<file path="src/csc_pkg.sv">
// Shared constants, types and a helper function of the closed syncmer classifier.
package csc_pkg;

   localparam int MAX_K      = 32;
   localparam int NUM_POS    = MAX_K;
   localparam int POS_W      = $clog2(NUM_POS);
   localparam int TREE_DEPTH = $clog2(NUM_POS);
   localparam int NUM_NODES  = 2 * NUM_POS - 1;
   localparam int LEAF_BASE  = NUM_POS - 1;
   localparam int LEN_W      = 6;
   localparam int WORD_W     = 64;
   localparam int COUNT_W    = 64;
   localparam int CSR_IDX_W  = 1;

   // Result tdata layout, lowest bit first.
   localparam int RSP_CLOSED_LSB = 0;
   localparam int RSP_POS_LSB    = RSP_CLOSED_LSB + 1;
   localparam int RSP_SMER_LSB   = RSP_POS_LSB + POS_W;
   localparam int RSP_COUNT_LSB  = RSP_SMER_LSB + WORD_W;
   localparam int RSP_USED_W     = RSP_COUNT_LSB + COUNT_W;
   localparam int RSP_DATA_W     = ((RSP_USED_W + 7) / 8) * 8;

   typedef enum logic [CSR_IDX_W-1:0] {
      CSR_KMER_LENGTH = 1'b0,
      CSR_SMER_LENGTH = 1'b1
   } csr_index_type;

   // One s-mer candidate: value, start position, and whether it lies inside the k-mer.
   typedef struct packed {
      logic              ok;
      logic [POS_W-1:0]  pos;
      logic [WORD_W-1:0] val;
   } cand_type;

   // Per-item side information that travels along the tree.
   typedef struct packed {
      logic             err;
      logic [POS_W-1:0] last;
   } meta_type;

   // Mask of the low 2*s bits of a word.
   function automatic logic [WORD_W-1:0] smer_mask(input logic [LEN_W-1:0] s);
      logic [LEN_W:0] nbits;
      nbits = {s, 1'b0};
      if (nbits >= (LEN_W + 1)'(WORD_W)) begin
         smer_mask = '1;
      end else begin
         smer_mask = (WORD_W'(1) << nbits) - WORD_W'(1);
      end
   endfunction

endpackage

</file>
<file path="src/csc_min_node.sv">
// One compare-select node of the minimum tree; the lower-position input wins ties.
module csc_min_node (
   input  csc_pkg::cand_type lo_cand,
   input  csc_pkg::cand_type hi_cand,
   output csc_pkg::cand_type win_cand
);

   logic pick_hi;

   assign pick_hi  = hi_cand.ok && (!lo_cand.ok || (hi_cand.val < lo_cand.val));
   assign win_cand = pick_hi ? hi_cand : lo_cand;

endmodule

</file>
<file path="src/csc_leaf_gen.sv">
// Splits a k-mer word into its s-mer candidates and checks the configuration.
module csc_leaf_gen (
   input  logic [csc_pkg::WORD_W-1:0]                   kmer_word,
   input  logic [csc_pkg::LEN_W-1:0]                    kmer_length,
   input  logic [csc_pkg::LEN_W-1:0]                    smer_length,
   output csc_pkg::cand_type [csc_pkg::NUM_POS-1:0]     leaves,
   output csc_pkg::meta_type                            meta
);

   logic [csc_pkg::WORD_W-1:0] smask;
   logic [csc_pkg::LEN_W-1:0]  last_pos;

   assign smask    = csc_pkg::smer_mask(smer_length);
   assign last_pos = kmer_length - smer_length;

   assign meta.err  = (kmer_length == '0) || (smer_length == '0) ||
                      (kmer_length > csc_pkg::LEN_W'(csc_pkg::MAX_K)) ||
                      (smer_length > kmer_length);
   assign meta.last = last_pos[csc_pkg::POS_W-1:0];

   // Bits above 2k never reach a candidate that lies inside the k-mer, so no word mask.
   for (genvar p = 0; p < csc_pkg::NUM_POS; p++) begin : g_leaf
      assign leaves[p].val = (kmer_word >> (2 * p)) & smask;
      assign leaves[p].pos = csc_pkg::POS_W'(p);
      assign leaves[p].ok  = (csc_pkg::LEN_W'(p) <= last_pos);
   end

endmodule

</file>
<file path="src/closed_syncmer_classifier.sv">
// A result passes the input register, the tree levels from leaves to root, and the result register.
// The registered minimum tree takes one item per cycle while rsp_tready does not hold the output.
// Each stage advances whenever its successor is empty or moving, so bubbles are squeezed out.
// Reset (synchronous, active high) empties the pipeline, clears the syncmer count and
// restores kmer_length to 16 and smer_length to 8.
module closed_syncmer_classifier (
   input  logic                             clock,
   input  logic                             reset,
   // Input stream
   input  logic                             req_tvalid,
   output logic                             req_tready,
   input  logic [csc_pkg::WORD_W-1:0]       req_tdata,   // [63:0] kmer_word
   // Result stream
   output logic                             rsp_tvalid,
   input  logic                             rsp_tready,
   // [0] is_closed_syncmer, [5:1] min_position, [69:6] min_smer,
   // [133:70] syncmer_count, [135:134] zero
   output logic [csc_pkg::RSP_DATA_W-1:0]   rsp_tdata,
   output logic                             rsp_tuser,   // [0] config_error
   // Register write port
   input  logic                             csr_valid,
   output logic                             csr_ready,
   input  logic [csc_pkg::CSR_IDX_W-1:0]    csr_index,
   input  logic [csc_pkg::LEN_W-1:0]        csr_data
);

   localparam int TD = csc_pkg::TREE_DEPTH;

   // Configuration registers. Writes are always taken; software must write only while idle.
   logic [csc_pkg::LEN_W-1:0] kmer_len_ff;
   logic [csc_pkg::LEN_W-1:0] smer_len_ff;

   assign csr_ready = 1'b1;

   always_ff @(posedge clock) begin
      if (reset) begin
         kmer_len_ff <= csc_pkg::LEN_W'(16);
         smer_len_ff <= csc_pkg::LEN_W'(8);
      end else if (csr_valid) begin
         unique case (csc_pkg::csr_index_type'(csr_index))
            csc_pkg::CSR_KMER_LENGTH: kmer_len_ff <= csr_data;
            csc_pkg::CSR_SMER_LENGTH: smer_len_ff <= csr_data;
            default: ;
         endcase
      end
   end

   // Pipeline control. Stage order: input register, tree depth TD (leaves) down to
   // depth 0 (root), then the result register. Each stage loads when it is empty
   // or when the stage after it is loading.
   logic                    in_v_ff;
   logic [csc_pkg::WORD_W-1:0] in_word_ff;
   logic [TD:0]             tv_ff;
   csc_pkg::meta_type       meta_ff [TD+1];
   csc_pkg::cand_type       node_ff [csc_pkg::NUM_NODES];
   logic                    rsp_v_ff;
   logic                    en_out;
   logic [TD:0]             en_t;
   logic                    en_in;

   always_comb begin
      en_out  = !rsp_v_ff || rsp_tready;
      en_t[0] = !tv_ff[0] || en_out;
      for (int d = 1; d <= TD; d++) begin
         en_t[d] = !tv_ff[d] || en_t[d-1];
      end
      en_in = !in_v_ff || en_t[TD];
   end

   assign req_tready = en_in;

   // Input register.
   always_ff @(posedge clock) begin
      if (reset) begin
         in_v_ff <= 1'b0;
      end else if (en_in) begin
         in_v_ff <= req_tvalid;
      end
   end

   always_ff @(posedge clock) begin
      if (en_in && req_tvalid) begin
         in_word_ff <= req_tdata;
      end
   end

   // Candidate extraction feeds the leaf row of the tree.
   csc_pkg::cand_type [csc_pkg::NUM_POS-1:0] leaves;
   csc_pkg::meta_type                        leaf_meta;

   csc_leaf_gen u_leaf_gen (
      .kmer_word   (in_word_ff),
      .kmer_length (kmer_len_ff),
      .smer_length (smer_len_ff),
      .leaves      (leaves),
      .meta        (leaf_meta)
   );

   // Tree valid bits and side information, one entry per depth.
   always_ff @(posedge clock) begin
      if (reset) begin
         tv_ff <= '0;
      end else begin
         if (en_t[TD]) begin
            tv_ff[TD] <= in_v_ff;
         end
         for (int d = 0; d < TD; d++) begin
            if (en_t[d]) begin
               tv_ff[d] <= tv_ff[d+1];
            end
         end
      end
   end

   always_ff @(posedge clock) begin
      if (en_t[TD] && in_v_ff) begin
         meta_ff[TD] <= leaf_meta;
      end
      for (int d = 0; d < TD; d++) begin
         if (en_t[d] && tv_ff[d+1]) begin
            meta_ff[d] <= meta_ff[d+1];
         end
      end
   end

   // Minimum tree in heap order: node n has children 2n+1 and 2n+2, the leaf for
   // position p is node LEAF_BASE+p, and every node is a register. The left child
   // always covers lower positions, which gives the lowest position on a tie.
   for (genvar n = 0; n < csc_pkg::NUM_NODES; n++) begin : g_node
      localparam int D = $clog2(n + 2) - 1;
      if (n >= csc_pkg::LEAF_BASE) begin : g_leaf
         always_ff @(posedge clock) begin
            if (en_t[TD] && in_v_ff) begin
               node_ff[n] <= leaves[n - csc_pkg::LEAF_BASE];
            end
         end
      end else begin : g_inner
         csc_pkg::cand_type win;

         csc_min_node u_min_node (
            .lo_cand  (node_ff[2*n+1]),
            .hi_cand  (node_ff[2*n+2]),
            .win_cand (win)
         );

         always_ff @(posedge clock) begin
            if (en_t[D] && tv_ff[D+1]) begin
               node_ff[n] <= win;
            end
         end
      end
   end

   // Classification and the saturating syncmer count, taken in order at the root.
   logic [csc_pkg::COUNT_W-1:0] total_ff;
   logic [csc_pkg::COUNT_W-1:0] total_in;
   logic                        hit;
   logic                        root_err;

   assign root_err = meta_ff[0].err;
   assign hit      = !root_err &&
                     ((node_ff[0].pos == '0) || (node_ff[0].pos == meta_ff[0].last));

   always_comb begin
      total_in = total_ff;
      if (en_out && tv_ff[0] && hit && (total_ff != '1)) begin
         total_in = total_ff + csc_pkg::COUNT_W'(1);
      end
   end

   always_ff @(posedge clock) begin
      if (reset) begin
         total_ff <= '0;
      end else begin
         total_ff <= total_in;
      end
   end

   // Result register. It keeps a finished result until the transfer while the
   // stages behind it keep filling.
   logic                        rsp_closed_ff;
   logic [csc_pkg::POS_W-1:0]   rsp_pos_ff;
   logic [csc_pkg::WORD_W-1:0]  rsp_smer_ff;
   logic [csc_pkg::COUNT_W-1:0] rsp_count_ff;
   logic                        rsp_err_ff;

   always_ff @(posedge clock) begin
      if (reset) begin
         rsp_v_ff <= 1'b0;
      end else if (en_out) begin
         rsp_v_ff <= tv_ff[0];
      end
   end

   // Under a configuration error only the unchanged count is reported.
   always_ff @(posedge clock) begin
      if (en_out && tv_ff[0]) begin
         rsp_closed_ff <= hit;
         rsp_pos_ff    <= root_err ? '0 : node_ff[0].pos;
         rsp_smer_ff   <= root_err ? '0 : node_ff[0].val;
         rsp_count_ff  <= total_in;
         rsp_err_ff    <= root_err;
      end
   end

   assign rsp_tvalid = rsp_v_ff;
   assign rsp_tuser  = rsp_err_ff;
   assign rsp_tdata  = {{(csc_pkg::RSP_DATA_W - csc_pkg::RSP_USED_W){1'b0}},
                        rsp_count_ff, rsp_smer_ff, rsp_pos_ff, rsp_closed_ff};

`ifndef ASSERT_OFF
   // An error result carries no classification, position or s-mer.
   a_err_zero: assert property (@(posedge clock) disable iff (reset)
      (rsp_v_ff && rsp_err_ff) |-> (!rsp_closed_ff && (rsp_pos_ff == '0) &&
                                    (rsp_smer_ff == '0)))
      else $error("error result carries nonzero payload");

   // A valid result whose minimum sits at position zero is always a closed syncmer.
   a_pos0_closed: assert property (@(posedge clock) disable iff (reset)
      (rsp_v_ff && !rsp_err_ff && (rsp_pos_ff == '0)) |-> rsp_closed_ff)
      else $error("minimum at position zero not flagged as closed syncmer");

   // The count only changes when an item leaves the root, and then by exactly one.
   a_count_step: assert property (@(posedge clock) disable iff (reset)
      (!$past(reset) && (total_ff != $past(total_ff))) |->
         ($past(en_out && tv_ff[0]) && (total_ff == $past(total_ff) + csc_pkg::COUNT_W'(1))))
      else $error("syncmer count changed unexpectedly");

   // A newly loaded result reports the count as it stands.
   a_count_match: assert property (@(posedge clock) disable iff (reset)
      (!$past(reset) && $past(en_out && tv_ff[0])) |-> (rsp_count_ff == total_ff))
      else $error("reported count differs from running total");
`endif

endmodule
</file>
<file path="config.mk">
export PLATFORM = sky130hd
export DESIGN_NAME = closed_syncmer_classifier
export DESIGN_NICKNAME = d
export VERILOG_FILES = /design/src/csc_pkg.sv /design/src/csc_min_node.sv /design/src/csc_leaf_gen.sv /design/src/closed_syncmer_classifier.sv
export SDC_FILE = /design/constraint.sdc
export NUM_CORES = 2
export LEC_CHECK = 0
export ABC_CLOCK_PERIOD_IN_PS = 59600
export BUFFER_PORTS_ARGS = -buffer_cell sky130_fd_sc_hd__buf_2
export CORE_ASPECT_RATIO = 2
export CORE_UTILIZATION = 57
export CTS_BUF_LIST = sky130_fd_sc_hd__clkbuf_4 sky130_fd_sc_hd__clkbuf_8 sky130_fd_sc_hd__clkbuf_16
export CTS_CLUSTER_SIZE = 10
export DETAILED_ROUTE_END_ITERATION = 6
export PLACE_DENSITY = 0.76
export SYNTH_ARGS = -nofsm -noshare
export SYNTH_HDL_FRONTEND = slang
export SYNTH_MEMORY_MAX_BITS = 65536
export SYNTH_SLANG_ARGS = --single-unit
export TNS_END_PERCENT = 100
</file>
<file path="constraint.sdc">
create_clock -name clock -period 59.6 [get_ports clock]
set_input_delay 5.96 -clock clock [delete_from_list [all_inputs] [get_ports clock]]
set_output_delay 5.96 -clock clock [all_outputs]
set_load 0.005 [all_outputs]
</file>
# Word-level counts from Yosys, hierarchy flattened
# Memories as Yosys holds them, arrays and structs flattened.
# Cells that the tools add are included.
totals:
  ff_bits: 283
  ram_bits: 4446
  out_inout_bits: 140
  memories: 2
memory_table:
  columns: ["name", "words", "word_bits", "read_ports", "rd_clocked_by_memory_dff", "wr", "line_no", "rtl"]
  rows:
  - ["node_ff", 63, 70, 63, 0, 63, "closed_syncmer_classifier.sv:55", "csc_pkg::cand_type node_ff [csc_pkg::NUM_NODES];"]
  - ["meta_ff", 6, 6, 6, 0, 6, "closed_syncmer_classifier.sv:54", "csc_pkg::meta_type meta_ff [TD+1];"]
classes:
  n_addsub: 3
  n_lt_le_gt_ge: 66
  eq_ne: 2
  n_shift: 1
  mux: 45
  n_bitwise: 33
  n_reduce_logical: 130
op_table:
  columns: ["op", "count"]
  rows:
  - ["70-bit 2-to-1 mux", 31]
  - ["64-bit less-than comparator", 31]
  - ["64-bit 2-to-1 mux", 2]
  - ["5-bit by 6-bit <= comparator with 1-bit output, first input constant", 16]
  - ["64-bit by 1-bit adder with 64-bit output, second input constant", 1]
  - ["10-bit by 64-bit AND with 64-bit output", 1]
  - ["12-bit by 64-bit AND with 64-bit output", 1]
  - ["14-bit by 64-bit AND with 64-bit output", 1]
  - ["16-bit by 64-bit AND with 64-bit output", 1]
  - ["18-bit by 64-bit AND with 64-bit output", 1]
  - ["2-bit by 64-bit AND with 64-bit output", 1]
  - ["20-bit by 64-bit AND with 64-bit output", 1]
  - ["22-bit by 64-bit AND with 64-bit output", 1]
  - ["24-bit by 64-bit AND with 64-bit output", 1]
  - ["26-bit by 64-bit AND with 64-bit output", 1]
  - ["28-bit by 64-bit AND with 64-bit output", 1]
  - ["30-bit by 64-bit AND with 64-bit output", 1]
  - ["32-bit by 64-bit AND with 64-bit output", 1]
  - ["34-bit by 64-bit AND with 64-bit output", 1]
  - ["36-bit by 64-bit AND with 64-bit output", 1]
  - ["38-bit by 64-bit AND with 64-bit output", 1]
  - ["4-bit by 64-bit AND with 64-bit output", 1]
  - ["40-bit by 64-bit AND with 64-bit output", 1]
  - ["42-bit by 64-bit AND with 64-bit output", 1]
  - ["33 further kinds", 180]

# Logic depth before layout (Yosys ltp)
logic_depth:
  word_depth: 11
  depth_mapped: 15
  mapped_depth_nobuf: 10

# Hierarchy
# From an unflattened synthesis, not the netlist that was laid out.
hier_totals:
  cells_unflattened: 17400
  hier_area_um2: 239852.5
modules_own_cells:
  columns: ["mod", "n_inst", "cells_per_inst", "area_per_inst_um2", "seq_area_each_um2"]
  rows:
  - ["closed_syncmer_classifier", 1, 5340, 144840.2, 141135.4]
  - ["csc_min_node", 31, 304, 2497.4, 0.0]
  - ["csc_leaf_gen", 1, 2636, 17593.1, 0.0]

# Worst setup path after synthesis
# Ideal clock, no wire load.
synth_path:
  kind: "in2reg"
  start: "input rsp_tready"
  end: "memory meta_ff[0][30] in the netlist's numbering (enable)"
  t_arrival_ns: 58.922
  t_required_ns: 56.677
  setup_slack_ns: -2.245
  path_stages: 6
  path_buffers: 0
  path_cell_list: "nor2b_1 -> and2_1 -> and3_1 -> nand3_1 -> inv_1 -> a21oi_1"
synth_lines:
  columns: ["element", "line_no", "rtl"]
  rows:
  - ["start, declared", "closed_syncmer_classifier.sv:15", "input logic rsp_tready,"]
  - ["end, declared", "closed_syncmer_classifier.sv:54", null]

# Worst setup path after layout
layout_path:
  start: "input rsp_tready"
  end: "output req_tready"
layout_between:
  elab_chain_cells: 8
layout_lines:
  columns: ["element", "line_no", "rtl"]
  rows:
  - ["1-bit logical OR", "closed_syncmer_classifier.sv:62", "en_out = !rsp_v_ff || rsp_tready;"]
  - ["1-bit logical OR", "closed_syncmer_classifier.sv:63", "en_t[0] = !tv_ff[0] || en_out;"]
  - ["1-bit logical OR (5 in a row)", "closed_syncmer_classifier.sv:65", "en_t[d] = !tv_ff[d] || en_t[d-1];"]
  - ["1-bit logical OR", "closed_syncmer_classifier.sv:67", "en_in = !in_v_ff || en_t[TD];"]
  - ["end, declared", "closed_syncmer_classifier.sv:11", "output logic req_tready,"]
# Every way passes these cells.

==> metrics.yaml <==
run_status:
  status: "complete, but fails checks"
  violations: "max-capacitance violations, max-slew violations"
synth:
  ys_ff_latch: 2646
  syn_area_mm2: 0.1287
  synth_top_area_cell: "edfxtp_1"
  synth-edff-count: 2562
  ys_types: 75
  syn_inst: 9605
  syn_area_per_cell_um2: 13.40
  synthTopCellsByArea: "edfxtp_1 60%, ha_1 9.4%, mux2_2 7.4%"
  synthArstFlopShare_pct: 0
  yosysTopAreaCellShare_pct: 59.78
  ys_seq_area_share_pct: 61.09
  yosys_warnings: 0
  ys.flop_type: "edfxtp_1"
detailed_routing:
  vias_per_cell: 6.104
  wl_per_cell_um: 27.18
  drc: 0
  drtPass1Iterations: 6
  wl_mm: 353.9
  drt_iter0_drc: 6392
  num_vias: 79490
  ant_nets: 0
sta:
  period_share_pct: 23.23
  skew_ps: 46.72
  setup_slack_ps: 45750
  worstMarginPinSlew_ps: 1536
  fin_setup_tns_ps: 0
  relSlewSlack_pct: -3.503
  slew_viol_final: 2
  setup-violations-final: 0
  clock.fmax_mhz: 72.23
  hold_viol: 0
  finalCriticalPeriod_ps: 13850
  rsz0062_at_grt: "no"
finish:
  fin_nets: 10970
  layout-drive-gt1-share_pct: 17.20
  final_cell_mix: "2,562 x edfxtp_1, 1,017 x inv_1, 969 x ha_1"
  final_common_cell: "edfxtp_1"
  area_growth_pct: 10.72
min_path:
  holdCritPathClass: "flip-flop to flip-flop"
  holdPathStages: 0
worst_setup_path:
  required_ps: 53640
  crit_arrival_ps: 7890
  rr_worst_depth: 10
  crit_path_end_kind: "output pin"
  cp-start-kind: "input pin"
  critical_path_class: "input pin to output pin"
  path_max_fanout: 5
clock_network:
  cts_setup_buffers: 0
  root_buffer: "clkbuf_16"
  clock_latency_ps: 870
  cts-htree-levels: 5
  cts-resized-gates: 0
  cts_tree: "done"
  cts_buffers: 308
  clk_pin_slew_worst_paths_ps: 50
  clock_path_buffers: 4
  clock_sinks: 2646
  cts_hold_repair.buffers: 0
global_route:
  antenna_found_initial: 43
  grt_max_degree: 161
  overflow: 0
  first_global_vias: 82870
  grt_usage_pct: 31.16
  grt_pass1_wl_mm: 511.1
die:
  initial_core_util_pct: 57.36
  coreArea_mm2: 0.2244
  dieArea_mm2: 0.2278
  die_h_um: 674.0
  row_count: 246
  io_pins: 216
  die-width_um: 338.0
pwr:
  ir_worst_vdd_mv: 0.02232
  p_leak_nw: 55.02
  power_per_cell_area_mw_per_mm2: 30.17
  power_w: 0.004298
placement:
  gp_congestion: 0.9426
  pre_cts_ws_ps: 45780
  port_buffers: 212
  dp_hpwl_mm: 248.5
flow_run:
  max-cap-violations: 1
final timing paths:
| check | startpoint | endpoint | slack (ps) |
|---|---|---|---|
| min reg2reg | meta_ff[0][17]$_DFFE_PP_ | meta_ff[0][11]$_DFFE_PP_ | 410 |
| max reg2reg | rsp_tvalid$_SDFFE_PP0P_ | node_ff[0][1124]$_DFFE_PP_ | 53660 |
| max | rsp_tready | req_tready | 45750 |
| min | meta_ff[0][17]$_DFFE_PP_ | meta_ff[0][11]$_DFFE_PP_ | 410 |
power by group:
group | switching, W | internal, W | total (W)
Clock | 0.000707 | 0.000978 | 0.00168
Combinational | 0.000270 | 0.000159 | 0.000429
Sequential | 0.0000474 | 0.00214 | 0.00218
synth_stat cells (103+ instances only):
| cell type | number |
|---|---|
| a21o_1 | 175 |
| a21oi_1 | 344 |
| a221o_1 | 129 |
| a22o_1 | 126 |
| and2_1 | 711 |
| clkbuf_1 | 324 |
| edfxtp_1 | 2562 |
| ha_1 | 969 |
| inv_1 | 1017 |
| mux2_2 | 846 |
| nand2_1 | 291 |
| nand3_1 | 103 |
| nand4_1 | 170 |
| nor2_1 | 198 |
| nor2b_1 | 681 |
| o21ai_0 | 202 |
worst max-delay path, cell delays in order:
cell and delay [ps]:
buf_2 90, nor2b_1 280, and2_1 350, and3_1 390, nand3_1 160, inv_1 280, nand3_1 190, buf_2 170
sequential cells by signal, summed over array words and instances, names as in the netlist:
| register | cells |
|---|---|
| rsp_closed_ff | 1 |
| rsp_tuser | 1 |
| total_ff | 64 |
| rsp_pos_ff | 5 |
| in_word_ff | 64 |
| rsp_smer_ff | 64 |
| meta_ff | 36 |
| in_v_ff | 1 |
| kmer_len_ff | 6 |
| rsp_count_ff | 64 |
| node_ff | 2327 |
| rsp_tvalid | 1 |
| smer_len_ff | 6 |
| tv_ff | 6 |
per-layer routing:
layer | part of all wire [%] | global-route usage (%) | vias up
met5 | 0.0076 | 0 | -
met4 | 10 | 28.23 | 4
met3 | 6.5 | 4.957 | 1294
met2 | 52 | 56.43 | 3487
met1 | 31 | 29.87 | 39220
li1 | - | - | 35490
area by class of cell:
cell class,instances,area [um^2]
Tap cell,2976,3724
Timing Repair Buffer,370,2285
Inverter,1021,3832
Clock buffer,364,8268
Antenna cell,49,122.6
Sequential cell,2646,78620
Fill cell,16130,81890
Clock inverter,21,277.8
Multi-Input combinational cell,5574,45370
metrics by stage:
stage	util [%]	hold slack, ps	cells	area [um^2]
after detailed placement	59.64	404.5	12590	133800
final	63.50	409.9	13020	142500
after global placement	59.64	404.0	12590	133800
after CTS	63.45	410.9	12970	142400
after global routing	63.46	428.3	12980	142400
after floorplan	-	400.3	9607	128700
logic make-up after synthesis:
logic type | synth area share [%]
AOI/OAI and AO/OA | 6.597
xor gates and xnor gates | 0.5172
adders and majority gates | 9.436
buffers and inverters | 4.102
DFF | 61.09
muxes | 7.457
other | 0.005835
and+or+nand+nor | 10.80
(Power assumes the default switching activity.)
